`src/sv/crc_frame_receiver_top_assert.svh`:
```
// ----------------------------------------------------------------------------
// crc_frame_receiver_top assertion macros
// Concurrent assertion helpers, clocked on clk and disabled during reset.
// ----------------------------------------------------------------------------
`ifndef CRC_FRAME_RECEIVER_TOP_ASSERT_SVH
`define CRC_FRAME_RECEIVER_TOP_ASSERT_SVH
`ifndef SYNTHESIS
`define CRCFR_ASSERT_IMPLIES(lbl, ante, cons) \
    lbl: assert property (@(posedge clk) disable iff (!rst_n) (ante) |-> (cons)) \
    else $error("crc_frame_receiver_top: implication check failed");
`define CRCFR_ASSERT_NEXT(lbl, ante, cons) \
    lbl: assert property (@(posedge clk) disable iff (!rst_n) (ante) |=> (cons)) \
    else $error("crc_frame_receiver_top: next-cycle check failed");
`else
`define CRCFR_ASSERT_IMPLIES(lbl, ante, cons)
`define CRCFR_ASSERT_NEXT(lbl, ante, cons)
`endif
`endif

```
`src/sv/crcfr_pkg.sv`:
```
// ----------------------------------------------------------------------------
// crcfr_pkg
// Shared constants, types and the CRC-16/MODBUS byte update.
// ----------------------------------------------------------------------------
`timescale 1ns / 1ps

package crcfr_pkg;

    localparam int MAX_FRAME_BYTES = 16;
    localparam int CNT_W = $clog2(MAX_FRAME_BYTES);
    localparam int LEN_W = $clog2(MAX_FRAME_BYTES - 6);
    localparam int REG_IDX_W = 2;

    localparam logic [7:0] HEADER_FIRST = 8'h77;
    localparam logic [7:0] HEADER_SECOND = 8'h99;
    localparam logic [7:0] BROADCAST_ADDR = 8'hFF;
    localparam logic [15:0] CRC_INIT = 16'hFFFF;
    localparam logic [15:0] CRC_POLY = 16'hA001;

    localparam logic [REG_IDX_W-1:0] REG_DEVICE_ADDR = 2'd0;
    localparam logic [REG_IDX_W-1:0] REG_READ_OPCODE = 2'd1;
    localparam logic [REG_IDX_W-1:0] REG_WRITE_OPCODE = 2'd2;

    typedef enum logic [1:0] {
        ST_CONTINUE = 2'd0,
        ST_VALID    = 2'd1,
        ST_DISCARD  = 2'd2
    } status_t;

    typedef struct packed {
        logic [7:0] data;
        logic       is_hdr_first;
        logic       is_hdr_second;
        logic       addr_ok;
        logic       is_read;
        logic       is_write;
    } rx_item_t;

    function automatic logic [15:0] crc_feed(input logic [15:0] crc, input logic [7:0] b);
        logic [15:0] c;
        c = crc ^ {8'h00, b};
        for (int i = 0; i < 8; i++)
        begin
            if (c[0])
            begin
                c = (c >> 1) ^ CRC_POLY;
            end
            else
            begin
                c = c >> 1;
            end
        end
        return c;
    endfunction

endpackage

```
`src/sv/crcfr_front.sv`:
```
// ----------------------------------------------------------------------------
// crcfr_front
// Holds the configuration registers and tags each received byte with its
// header, address and opcode matches before it enters the queue.
// ----------------------------------------------------------------------------
`timescale 1ns / 1ps

module crcfr_front
(
    input  logic                               clk,
    input  logic                               rst_n,
    input  logic                               cfg_wr_en,
    input  logic [crcfr_pkg::REG_IDX_W-1:0]    cfg_index,
    input  logic [7:0]                         cfg_data,
    input  logic                               in_valid,
    input  logic [7:0]                         rx_byte,
    input  logic                               q_ready,
    output logic                               in_ready,
    output logic                               push,
    output crcfr_pkg::rx_item_t                item
);

    logic [7:0] dev_addr_reg;
    logic [7:0] rd_op_reg;
    logic [7:0] wr_op_reg;

    always_ff @(posedge clk or negedge rst_n)
    begin
        if (!rst_n)
        begin
            dev_addr_reg <= 8'd1;
            rd_op_reg    <= 8'd3;
            wr_op_reg    <= 8'd16;
        end
        else if (cfg_wr_en)
        begin
            case (cfg_index)
                crcfr_pkg::REG_DEVICE_ADDR:  dev_addr_reg <= cfg_data;
                crcfr_pkg::REG_READ_OPCODE:  rd_op_reg    <= cfg_data;
                crcfr_pkg::REG_WRITE_OPCODE: wr_op_reg    <= cfg_data;
                default: ;
            endcase
        end
    end

    assign in_ready = q_ready;
    assign push     = in_valid && q_ready;

    always_comb
    begin
        item.data          = rx_byte;
        item.is_hdr_first  = (rx_byte == crcfr_pkg::HEADER_FIRST);
        item.is_hdr_second = (rx_byte == crcfr_pkg::HEADER_SECOND);
        item.addr_ok       = (rx_byte == dev_addr_reg) || (rx_byte == crcfr_pkg::BROADCAST_ADDR);
        item.is_read       = (rx_byte == rd_op_reg);
        item.is_write      = (rx_byte == wr_op_reg);
    end

endmodule

```
`src/sv/crcfr_queue.sv`:
```
// ----------------------------------------------------------------------------
// crcfr_queue
// Two-entry queue of tagged bytes between the front and the back.
// ----------------------------------------------------------------------------
`timescale 1ns / 1ps

module crcfr_queue
(
    input  logic                clk,
    input  logic                rst_n,
    input  logic                push,
    input  crcfr_pkg::rx_item_t push_item,
    output logic                q_ready,
    input  logic                pop,
    output logic                q_valid,
    output crcfr_pkg::rx_item_t q_item
);

    crcfr_pkg::rx_item_t mem_reg [2];
    logic       wr_ptr_reg;
    logic       rd_ptr_reg;
    logic [1:0] count_reg;
    logic [1:0] count_next;

    assign q_ready = (count_reg != 2'd2);
    assign q_valid = (count_reg != 2'd0);
    assign q_item  = mem_reg[rd_ptr_reg];

    always_comb
    begin
        count_next = count_reg;
        if (push && !pop)
        begin
            count_next = count_reg + 2'd1;
        end
        else if (pop && !push)
        begin
            count_next = count_reg - 2'd1;
        end
    end

    always_ff @(posedge clk)
    begin
        if (push)
        begin
            mem_reg[wr_ptr_reg] <= push_item;
        end
    end

    always_ff @(posedge clk or negedge rst_n)
    begin
        if (!rst_n)
        begin
            wr_ptr_reg <= 1'b0;
            rd_ptr_reg <= 1'b0;
            count_reg  <= 2'd0;
        end
        else
        begin
            if (push)
            begin
                wr_ptr_reg <= ~wr_ptr_reg;
            end
            if (pop)
            begin
                rd_ptr_reg <= ~rd_ptr_reg;
            end
            count_reg <= count_next;
        end
    end

endmodule

```
`src/sv/crcfr_back.sv`:
```
// ----------------------------------------------------------------------------
// crcfr_back
// Frame parser: tracks the position in the frame, runs the CRC, decides the
// status of each byte and holds the result in the output register.
// ----------------------------------------------------------------------------
`timescale 1ns / 1ps

module crcfr_back
(
    input  logic                clk,
    input  logic                rst_n,
    input  logic                q_valid,
    input  crcfr_pkg::rx_item_t q_item,
    output logic                pop,
    output logic                out_valid,
    input  logic                out_ready,
    output logic [7:0]          byte_value,
    output logic [3:0]          byte_position,
    output logic [1:0]          frame_status,
    output logic                write_request,
    output logic [3:0]          payload_bytes
);

    localparam int CW = crcfr_pkg::CNT_W;
    localparam int LW = crcfr_pkg::LEN_W;
    localparam logic [CW-1:0] POS_HDR_FIRST  = CW'(0);
    localparam logic [CW-1:0] POS_HDR_SECOND = CW'(1);
    localparam logic [CW-1:0] POS_ADDRESS    = CW'(2);
    localparam logic [CW-1:0] POS_FUNCTION   = CW'(3);
    localparam logic [CW-1:0] POS_SUBADDR    = CW'(4);
    localparam logic [CW-1:0] POS_LENGTH     = CW'(5);
    localparam logic [CW-1:0] POS_PAYLOAD    = CW'(6);
    localparam logic [8:0]    MAX_LEN_SUM    = 9'(crcfr_pkg::MAX_FRAME_BYTES);

    logic [CW-1:0] cnt_reg,    cnt_next;
    logic          is_wr_reg,  is_wr_next;
    logic [LW-1:0] len_reg,    len_next;
    logic [15:0]   crc_reg,    crc_next;
    logic          lo_ok_reg,  lo_ok_next;

    logic          out_valid_reg;
    logic [7:0]    byte_value_reg;
    logic [3:0]    byte_position_reg;
    logic [1:0]    frame_status_reg;
    logic          write_request_reg;
    logic [3:0]    payload_bytes_reg;

    crcfr_pkg::status_t status;
    logic [15:0]   crc_fed;
    logic [CW-1:0] crc_lo_pos;
    logic [8:0]    len_sum;

    assign pop     = q_valid && (!out_valid_reg || out_ready);
    assign crc_fed = crcfr_pkg::crc_feed(crc_reg, q_item.data);
    assign crc_lo_pos = POS_PAYLOAD + CW'(len_reg);
    assign len_sum = {1'b0, q_item.data} + 9'd8;

    always_comb
    begin
        status     = crcfr_pkg::ST_CONTINUE;
        is_wr_next = is_wr_reg;
        len_next   = len_reg;
        crc_next   = crc_reg;
        lo_ok_next = lo_ok_reg;
        if (cnt_reg == POS_HDR_FIRST)
        begin
            is_wr_next = 1'b0;
            len_next   = '0;
            crc_next   = crcfr_pkg::CRC_INIT;
            lo_ok_next = 1'b0;
            if (!q_item.is_hdr_first)
            begin
                status = crcfr_pkg::ST_DISCARD;
            end
        end
        else if (cnt_reg == POS_HDR_SECOND)
        begin
            if (!q_item.is_hdr_second)
            begin
                status = crcfr_pkg::ST_DISCARD;
            end
        end
        else if (cnt_reg == POS_ADDRESS)
        begin
            if (!q_item.addr_ok)
            begin
                status = crcfr_pkg::ST_DISCARD;
            end
            else
            begin
                crc_next = crc_fed;
            end
        end
        else if (cnt_reg == POS_FUNCTION)
        begin
            if (q_item.is_read)
            begin
                is_wr_next = 1'b0;
                crc_next   = crc_fed;
            end
            else if (q_item.is_write)
            begin
                is_wr_next = 1'b1;
                crc_next   = crc_fed;
            end
            else
            begin
                is_wr_next = 1'b0;
                status     = crcfr_pkg::ST_DISCARD;
            end
        end
        else if (cnt_reg == POS_SUBADDR)
        begin
            crc_next = crc_fed;
        end
        else if (cnt_reg == POS_LENGTH)
        begin
            if (is_wr_reg)
            begin
                if (len_sum > MAX_LEN_SUM)
                begin
                    status = crcfr_pkg::ST_DISCARD;
                end
                else
                begin
                    len_next = LW'(q_item.data);
                    crc_next = crc_fed;
                end
            end
            else
            begin
                len_next = '0;
                crc_next = crc_fed;
            end
        end
        else if (cnt_reg < crc_lo_pos)
        begin
            crc_next = crc_fed;
        end
        else if (cnt_reg == crc_lo_pos)
        begin
            lo_ok_next = (q_item.data == crc_reg[7:0]);
        end
        else
        begin
            if (lo_ok_reg && (q_item.data == crc_reg[15:8]))
            begin
                status = crcfr_pkg::ST_VALID;
            end
            else
            begin
                status = crcfr_pkg::ST_DISCARD;
            end
        end
        cnt_next = cnt_reg + CW'(1);
    end

    always_ff @(posedge clk or negedge rst_n)
    begin
        if (!rst_n)
        begin
            cnt_reg       <= '0;
            is_wr_reg     <= 1'b0;
            len_reg       <= '0;
            crc_reg       <= crcfr_pkg::CRC_INIT;
            lo_ok_reg     <= 1'b0;
            out_valid_reg <= 1'b0;
        end
        else
        begin
            if (pop)
            begin
                out_valid_reg <= 1'b1;
                if (status == crcfr_pkg::ST_CONTINUE)
                begin
                    cnt_reg   <= cnt_next;
                    is_wr_reg <= is_wr_next;
                    len_reg   <= len_next;
                    crc_reg   <= crc_next;
                    lo_ok_reg <= lo_ok_next;
                end
                else
                begin
                    cnt_reg   <= '0;
                    is_wr_reg <= 1'b0;
                    len_reg   <= '0;
                    crc_reg   <= crcfr_pkg::CRC_INIT;
                    lo_ok_reg <= 1'b0;
                end
            end
            else if (out_ready)
            begin
                out_valid_reg <= 1'b0;
            end
        end
    end

    always_ff @(posedge clk)
    begin
        if (pop)
        begin
            byte_value_reg    <= q_item.data;
            byte_position_reg <= 4'(cnt_reg);
            frame_status_reg  <= status;
            write_request_reg <= is_wr_next;
            payload_bytes_reg <= 4'(len_next);
        end
    end

    assign out_valid     = out_valid_reg;
    assign byte_value    = byte_value_reg;
    assign byte_position = byte_position_reg;
    assign frame_status  = frame_status_reg;
    assign write_request = write_request_reg;
    assign payload_bytes = payload_bytes_reg;

endmodule

```
`src/sv/crc_frame_receiver_top.sv`:
```
// ----------------------------------------------------------------------------
// crc_frame_receiver_top
// Byte-serial request frame checker with CRC-16/MODBUS verification.
//
//   Channel  Direction  Handshake               Payload
//   in       input      in_valid / in_ready     rx_byte
//   out      output     out_valid / out_ready   byte_value, byte_position,
//                                               frame_status, write_request,
//                                               payload_bytes
//   cfg      input      cfg_wr_en               cfg_index, cfg_data
//
// One byte per cycle sustained while out_ready accepts results; each result
// passes through the queue register and then the output register.
// The two-entry queue lets input transactions continue while a result waits.
// Reset clears the frame state and loads the default configuration.
// ----------------------------------------------------------------------------
`timescale 1ns / 1ps

`include "crc_frame_receiver_top_assert.svh"

module crc_frame_receiver_top
(
    input  logic                            clk,
    input  logic                            rst_n,
    input  logic                            cfg_wr_en,
    input  logic [crcfr_pkg::REG_IDX_W-1:0] cfg_index,
    input  logic [7:0]                      cfg_data,
    input  logic                            in_valid,
    output logic                            in_ready,
    input  logic [7:0]                      rx_byte,
    output logic                            out_valid,
    input  logic                            out_ready,
    output logic [7:0]                      byte_value,
    output logic [3:0]                      byte_position,
    output logic [1:0]                      frame_status,
    output logic                            write_request,
    output logic [3:0]                      payload_bytes
);

    logic                push;
    logic                pop;
    logic                q_ready;
    logic                q_valid;
    crcfr_pkg::rx_item_t push_item;
    crcfr_pkg::rx_item_t q_item;

    crcfr_front u_front
    (
        .clk       (clk),
        .rst_n     (rst_n),
        .cfg_wr_en (cfg_wr_en),
        .cfg_index (cfg_index),
        .cfg_data  (cfg_data),
        .in_valid  (in_valid),
        .rx_byte   (rx_byte),
        .q_ready   (q_ready),
        .in_ready  (in_ready),
        .push      (push),
        .item      (push_item)
    );

    crcfr_queue u_queue
    (
        .clk       (clk),
        .rst_n     (rst_n),
        .push      (push),
        .push_item (push_item),
        .q_ready   (q_ready),
        .pop       (pop),
        .q_valid   (q_valid),
        .q_item    (q_item)
    );

    crcfr_back u_back
    (
        .clk           (clk),
        .rst_n         (rst_n),
        .q_valid       (q_valid),
        .q_item        (q_item),
        .pop           (pop),
        .out_valid     (out_valid),
        .out_ready     (out_ready),
        .byte_value    (byte_value),
        .byte_position (byte_position),
        .frame_status  (frame_status),
        .write_request (write_request),
        .payload_bytes (payload_bytes)
    );

    `CRCFR_ASSERT_IMPLIES(a_full_queue_has_data, !in_ready, q_valid)
    `CRCFR_ASSERT_NEXT(a_pop_gives_result, pop, out_valid)
    `CRCFR_ASSERT_IMPLIES(a_read_has_no_payload, out_valid && !write_request, payload_bytes == 4'd0)

endmodule

```
`config.mk`:
```
export PLATFORM = sky130hd
export DESIGN_NAME = crc_frame_receiver_top
export DESIGN_NICKNAME = d
export VERILOG_FILES = /design/src/sv/crcfr_pkg.sv /design/src/sv/crcfr_front.sv /design/src/sv/crcfr_queue.sv /design/src/sv/crcfr_back.sv /design/src/sv/crc_frame_receiver_top.sv
export VERILOG_INCLUDE_DIRS = /design/src /design/src/sv
export SDC_FILE = /design/constraint.sdc
export NUM_CORES = 1
export LEC_CHECK = 0
export BUFFER_PORTS_ARGS = -buffer_cell sky130_fd_sc_hd__buf_2
export CAP_MARGIN = 20
export CORE_MARGIN = 2
export CORE_UTILIZATION = 25
export CTS_CLUSTER_SIZE = 28
export DETAILED_ROUTE_END_ITERATION = 7
export PLACE_DENSITY = 0.48
export SLEW_MARGIN = 20
export SYNTH_ARGS = -nofsm -noshare
export SYNTH_HDL_FRONTEND = slang
export SYNTH_HIERARCHICAL = 1
export SYNTH_SLANG_ARGS = --single-unit
```
`constraint.sdc`:
```
create_clock -name clk -period 2.9 [get_ports clk]
set_clock_uncertainty 0.1 [all_clocks]
set_input_delay 0.145 -clock clk [delete_from_list [all_inputs] [get_ports clk]]
set_output_delay 0.145 -clock clk [all_outputs]
set_load 0.005 [all_outputs]
```
# == Word level (Yosys, flattened, before mapping) ==
# Memory sizes are Yosys's and may differ from the RTL's.
# Cells that the tools add are included.
# classes
muxes,69
n_reduce_logical,21
bitwise,11
n_eq_ne,28
add_sub_neg,5
magnitude_cmp,2
# op_table
cell,count
2-to-1 mux 16 bit,21
== test 8 bit,5
2-to-1 mux 4 bit,10
2-to-1 mux 2 bit,18
NOT 2 -> 3 bit,8
2-to-1 mux 1 bit,20
inequality test 3 x 2 -> 1 bit (second input constant),6
== test 8 bit (second input constant),2
XOR 16 x 8 -> 16 bit,1
adder 8 x 4 -> 9 bit (second input constant),1
> comparator 9 x 5 -> 1 bit (second input constant),1
== test 4 x 2 -> 1 bit (second input constant),2
== test 4 x 3 -> 1 bit (second input constant),2
== test 8 x 7 -> 1 bit (second input constant),1
inequality test 8 bit (second input constant),1
AND reduction 8 bit,1
inequality test 7 x 1 -> 1 bit (second input constant),1
inequality test 6 x 4 -> 1 bit (second input constant),1
AND reduction 2 bit,3
AND reduction 6 bit,1
nonzero test 2 bit,3
logical AND 1 bit,5
adder 3 x 4 -> 4 bit (first input constant),1
adder 4 x 1 -> 4 bit (second input constant),1
other kinds (15),20
# totals
ram_bits,26
wordCells,154
out_inout_bits,21
inputBits,23
ff_bits,74
mem_count,1
# mem_list
memory,depth,width,rd,rd_ports_with_merged_regs,wr,line_no,source
u_queue.mem_reg,2,13,1,0,1,crcfr_queue.sv:19,crcfr_pkg::rx_item_t mem_reg [2];

# == Longest topological paths before layout ==
# An unclocked memory read counts as a cell.
# depth
word_depth,27
depth_mapped,12
mapped_depth_nobuf,11

# == Hierarchy ==
# Netlist, hierarchy kept.
# by_module_without_submodules
mod,seq_area_each_um2,cells_each,instances,area_each_um2
crcfr_back,1266.2,254,1,2682.6
crcfr_front,605.6,103,1,1297.5
crcfr_queue,880.8,56,1,1127.3

# == Worst setup path after synthesis ==
# No wires, ideal clock.
# synth_path
kind,flip-flop to flip-flop
startpoint,register u_queue.rd_ptr_reg
endpoint,register u_back.cnt_reg[3]
setup_slack_ns,0.060
period_less_slack_ns,2.840
t_required_ns,2.724
n_path_buf,1
path_stages_with_launch,10
t_arrival_ns,2.663
setup_ns,0.076
cell_sequence,dfrtp_1 > buf_6 > mux2_2 > xnor2_1 > nand4_1 > or3_1 > a211o_1 > a21o_1 > or4_1 > o21ai_1
# synth_lines
item,line_no,source
start: declaration,crcfr_queue.sv:21,logic rd_ptr_reg;
start signal: assignment,crcfr_queue.sv:66,rd_ptr_reg <= ~rd_ptr_reg;
end signal: assignment,crcfr_back.sv:176,cnt_reg <= cnt_next;
end: declaration,crcfr_back.sv:35,"logic [CW-1:0] cnt_reg, cnt_next;"

==> results.toml <==
[outcome]
status = "finished clean"

[clock_tree]
cts.clk_slew.worst_paths_ps = 70
cts_buffers = 9
root_buffer = "clkbuf_16"
cts.sinks = 100
clkLatencyLatePin_ps = 350
cts_max_level = 3
cts_buffer_depth = 2
cts_tree = "done"

[power_and_ir_drop]
power_density_nw_per_um2 = 1136
leakagePower_uw = 0.002646
switchingPower_uw = 2665
switching_share = 0.3606
p_int_uw = 4726
seqPwrFrac = 0.307
comb_power_share = 0.542
ir_drop_uv = 572.3
clkPwrFrac = 0.152

[sta]
slew_violations = 0
setup_ws_ps = 15.83
timing.hold.ws_ps = 13.15
period_needed_ps = 2884
hold_viol = 0
maxSlewHeadroom = 0.5943
worstMarginPinSlew_ps = 608.6
finalSetupViolCount = 0
min_period_over_period = 0.9945
max_freq_mhz = 346.7

[detailed_routing]
vias_per_cell = 4.273
routed_wl_mm = 11.77
antenna_left = 0
wl_per_cell_um = 15.07
dr.pass1.iters = 5
drc = 0
dr.first_iter.drc_count = 206
vias = 3337

[synthesis]
synth-compound-area-share = 0.05904
ys_types = 49
synthTopCellsByArea = "edfxtp_1, dfrtp_1, dfstp_2"
ys_seq_elements = 100
synth_top_area_cell = "edfxtp_1"
ys_seq_area_frac = 0.5390
synth_simple_gate_area_share = 0.1034
syn_area_um2 = 5107
yosysWarnings = 6
synthXorXnorAreaFrac = 0.1007
synth_top_area_share = 0.2646
synth_top_family_by_area = "multiplexers"
synth_fa_ha_area_frac = 0.03185
avgSynthCellArea_um2 = 12.37
synthCells = 413
syn-num-nets = 449
synthMuxAreaShare = 0.1237

[worst_setup_path]
worst_setup_path_start_kind = "flip-flop"
cp.arrival_ps = 3050
crit_required_ps = 3070
critPathMaxFanout = 6
cp-end-kind = "flip-flop"
worstSetupPathType = "reg -> reg"
slowest_stage = "dfrtp_2"
slowest_delay_ps = 430
path_common_cell = "buf_6"
crit_chain = "buf_6 -> mux2_4 -> buf_6 -> o41ai_4 -> a31oi_4 -> a211o_4 -> a21oi_4 -> a21oi_4 -> buf_12 -> buf_6 -> mux2i_2"

[floorplan]
die_area_um2 = 21590
rows = 52
initial_core_util = 0.2532
die_w_um = 146.9
die_height_um = 146.9
core_area_um2 = 20170
io_pins = 44

[cells_and_area]
fin_util = 0.3226
diodes = 0
drive_above_1_share = 0.3816
fillers = 2064
largest_register_ffs = 26
synthToLayoutAreaGrowth_pct = 27.41
final_nets = 542

[place]
gp_congestion = 0.8397
place.detailed.hpwl_mm = 8.462
port_buffers = 43
dp_worst_setup_slack_ps = -65.29

[grt]
grt_pass1_wl_mm = 18.38
grt_use_total = 0.1097
grt_max_degree = 26
grt_antenna_before_repair = 0
grt_pass1_vias = 3437
gr-total-overflow = 0

[min_path]
hold_path_class = "in -> reg"

[flow_run]
cap_violations = 0
[stage by stage]
stage / setup TNS, ps / instances / total power (uW) / area [um2]
floorplan: 0 / 413 / 4525 / 5107
global placement: -3.142 / 745 / 5837 / 5836
detailed placement: -175.8 / 745 / 5887 / 5836
CTS: -38.36 / 773 / 7069 / 6233
global route: -609.4 / 781 / 7934 / 6507
finish: 0 / 781 / 7392 / 6507
[cells in the final DEF, fill, tap and decap left out, types with 3 or more instances in the layout]
| master | count |
|---|---|
| mux2_2 | 34 |
| o22ai_1 | 4 |
| inv_1 | 21 |
| o21ai_0 | 4 |
| o21ai_1 | 5 |
| nor2_1 | 29 |
| xnor2_1 | 43 |
| xnor2_2 | 3 |
| nand4_1 | 10 |
| nand2b_1 | 9 |
| buf_6 | 6 |
| or4_1 | 3 |
| dfrtp_1 | 34 |
| o211ai_1 | 3 |
| buf_2 | 43 |
| dlygate4sd3_1 | 12 |
| clkbuf_16 | 9 |
| mux2i_1 | 16 |
| nor3_1 | 5 |
| buf_4 | 39 |
| a21oi_1 | 8 |
| clkbuf_1 | 3 |
| nand2_1 | 17 |
| nand3_1 | 4 |
| edfxtp_1 | 45 |
| ha_1 | 11 |
| nor2b_1 | 3 |
| xor2_1 | 8 |
| mux2_1 | 3 |
| mux2_4 | 4 |
| nor3b_1 | 3 |
| dfstp_2 | 20 |
| a21oi_4 | 3 |
[path summary, 6_finish.rpt]
path,start,to,slack [ps],cells after the start
min,rx_byte[1],u_queue/mem_reg[0][6],10,1
max in group asynchronous,rst_n,u_back/crc_reg[4],1820,3
max reg2reg,u_queue/rd_ptr_reg,u_back/crc_reg[6],20,11
max,u_queue/rd_ptr_reg,u_back/crc_reg[6],20,11
min in group asynchronous,rst_n,u_queue/wr_ptr_reg,180,2
min reg2reg,u_back/crc_reg[2],u_back/crc_reg[2],370,2
[Yosys cell counts, drive strengths merged]
master / instances
a21oi: 11
clkbuf: 4
buf: 16
nor2: 30
o41ai: 1
or4: 3
nand2b: 9
a221oi: 1
nand3b: 2
mux2: 41
or3: 1
nor2b: 3
nand4: 10
dfrtp: 35
dfstp: 20
o21a: 1
nor3b: 4
nor4bb: 1
xor2: 10
o211ai: 3
o31ai: 3
nand2: 17
inv: 23
o21ai: 10
ha: 13
a211o: 2
nand3: 5
xor3: 1
mux2i: 17
edfxtp: 45
and4: 1
o22ai: 4
a31oi: 1
a21o: 1
or2: 4
xnor2: 46
nor3: 5
and2: 4
a31o: 1
a211oi: 3
a22o: 1
[routing by layer]
layer | vias to the layer above | GRT usage | share of wire
li1 | 1622 | - | -
met1 | 1658 | 0.1397 | 0.47
met2 | 50 | 0.1824 | 0.49
met3 | 7 | 0.02888 | 0.031
met4 | 0 | 0.03558 | 0.0095
met5 | - | 0 | 0
[logic make-up (layout without fill, tap and decap cells)]
group	Yosys count	in the layout
simple gates	99	99
flops	100	100
compound gates	43	43
mux	58	58
buf+inv	43	141
fa+ha+maj	13	13
xor+xnor	57	57
[critical path, delay by kind of cell, from the launching register on]
kind                   cells  cell delay (ps)
buffers and inverters      4              560
flip-flops                 1              430
AO/OA/AOI/OAI              5             1180
multiplexers               2              510
[timing repair]
| action | CTS | global route |
|---|---|---|
| hold buffers | 12 | 0 |
| pin swaps | 0 | 17 |
| resized for setup | 2 | 40 |
| setup buffers | 0 | 8 |
| setup endpoints to repair | 11 | 19 |
| hold endpoints to repair | 45 | 0 |
[power by group through the flow]
stage / Sequential [uW] / Combinational, uW / Clock [uW]
after floorplan: 2250 / 2280 / 0
after global placement: 2300 / 3540 / 0
after detailed placement: 2300 / 3580 / 0
after CTS: 2280 / 3620 / 1170
after global routing: 2320 / 4390 / 1230
final: 2270 / 4000 / 1120
[cell type report]
class	count	area (um2)	share of cell area
repair buffers	102	735.7	0.1131
flip-flops and latches	100	2754	0.4232
clock buffers	12	236.5	0.03634
clock inverters	4	33.78	0.005191
inverters	23	86.33	0.01327
multi-input cells	270	2323	0.3570
well taps	270	337.8	0.05191
No activity file was read; power rests on OpenSTA's default activity.
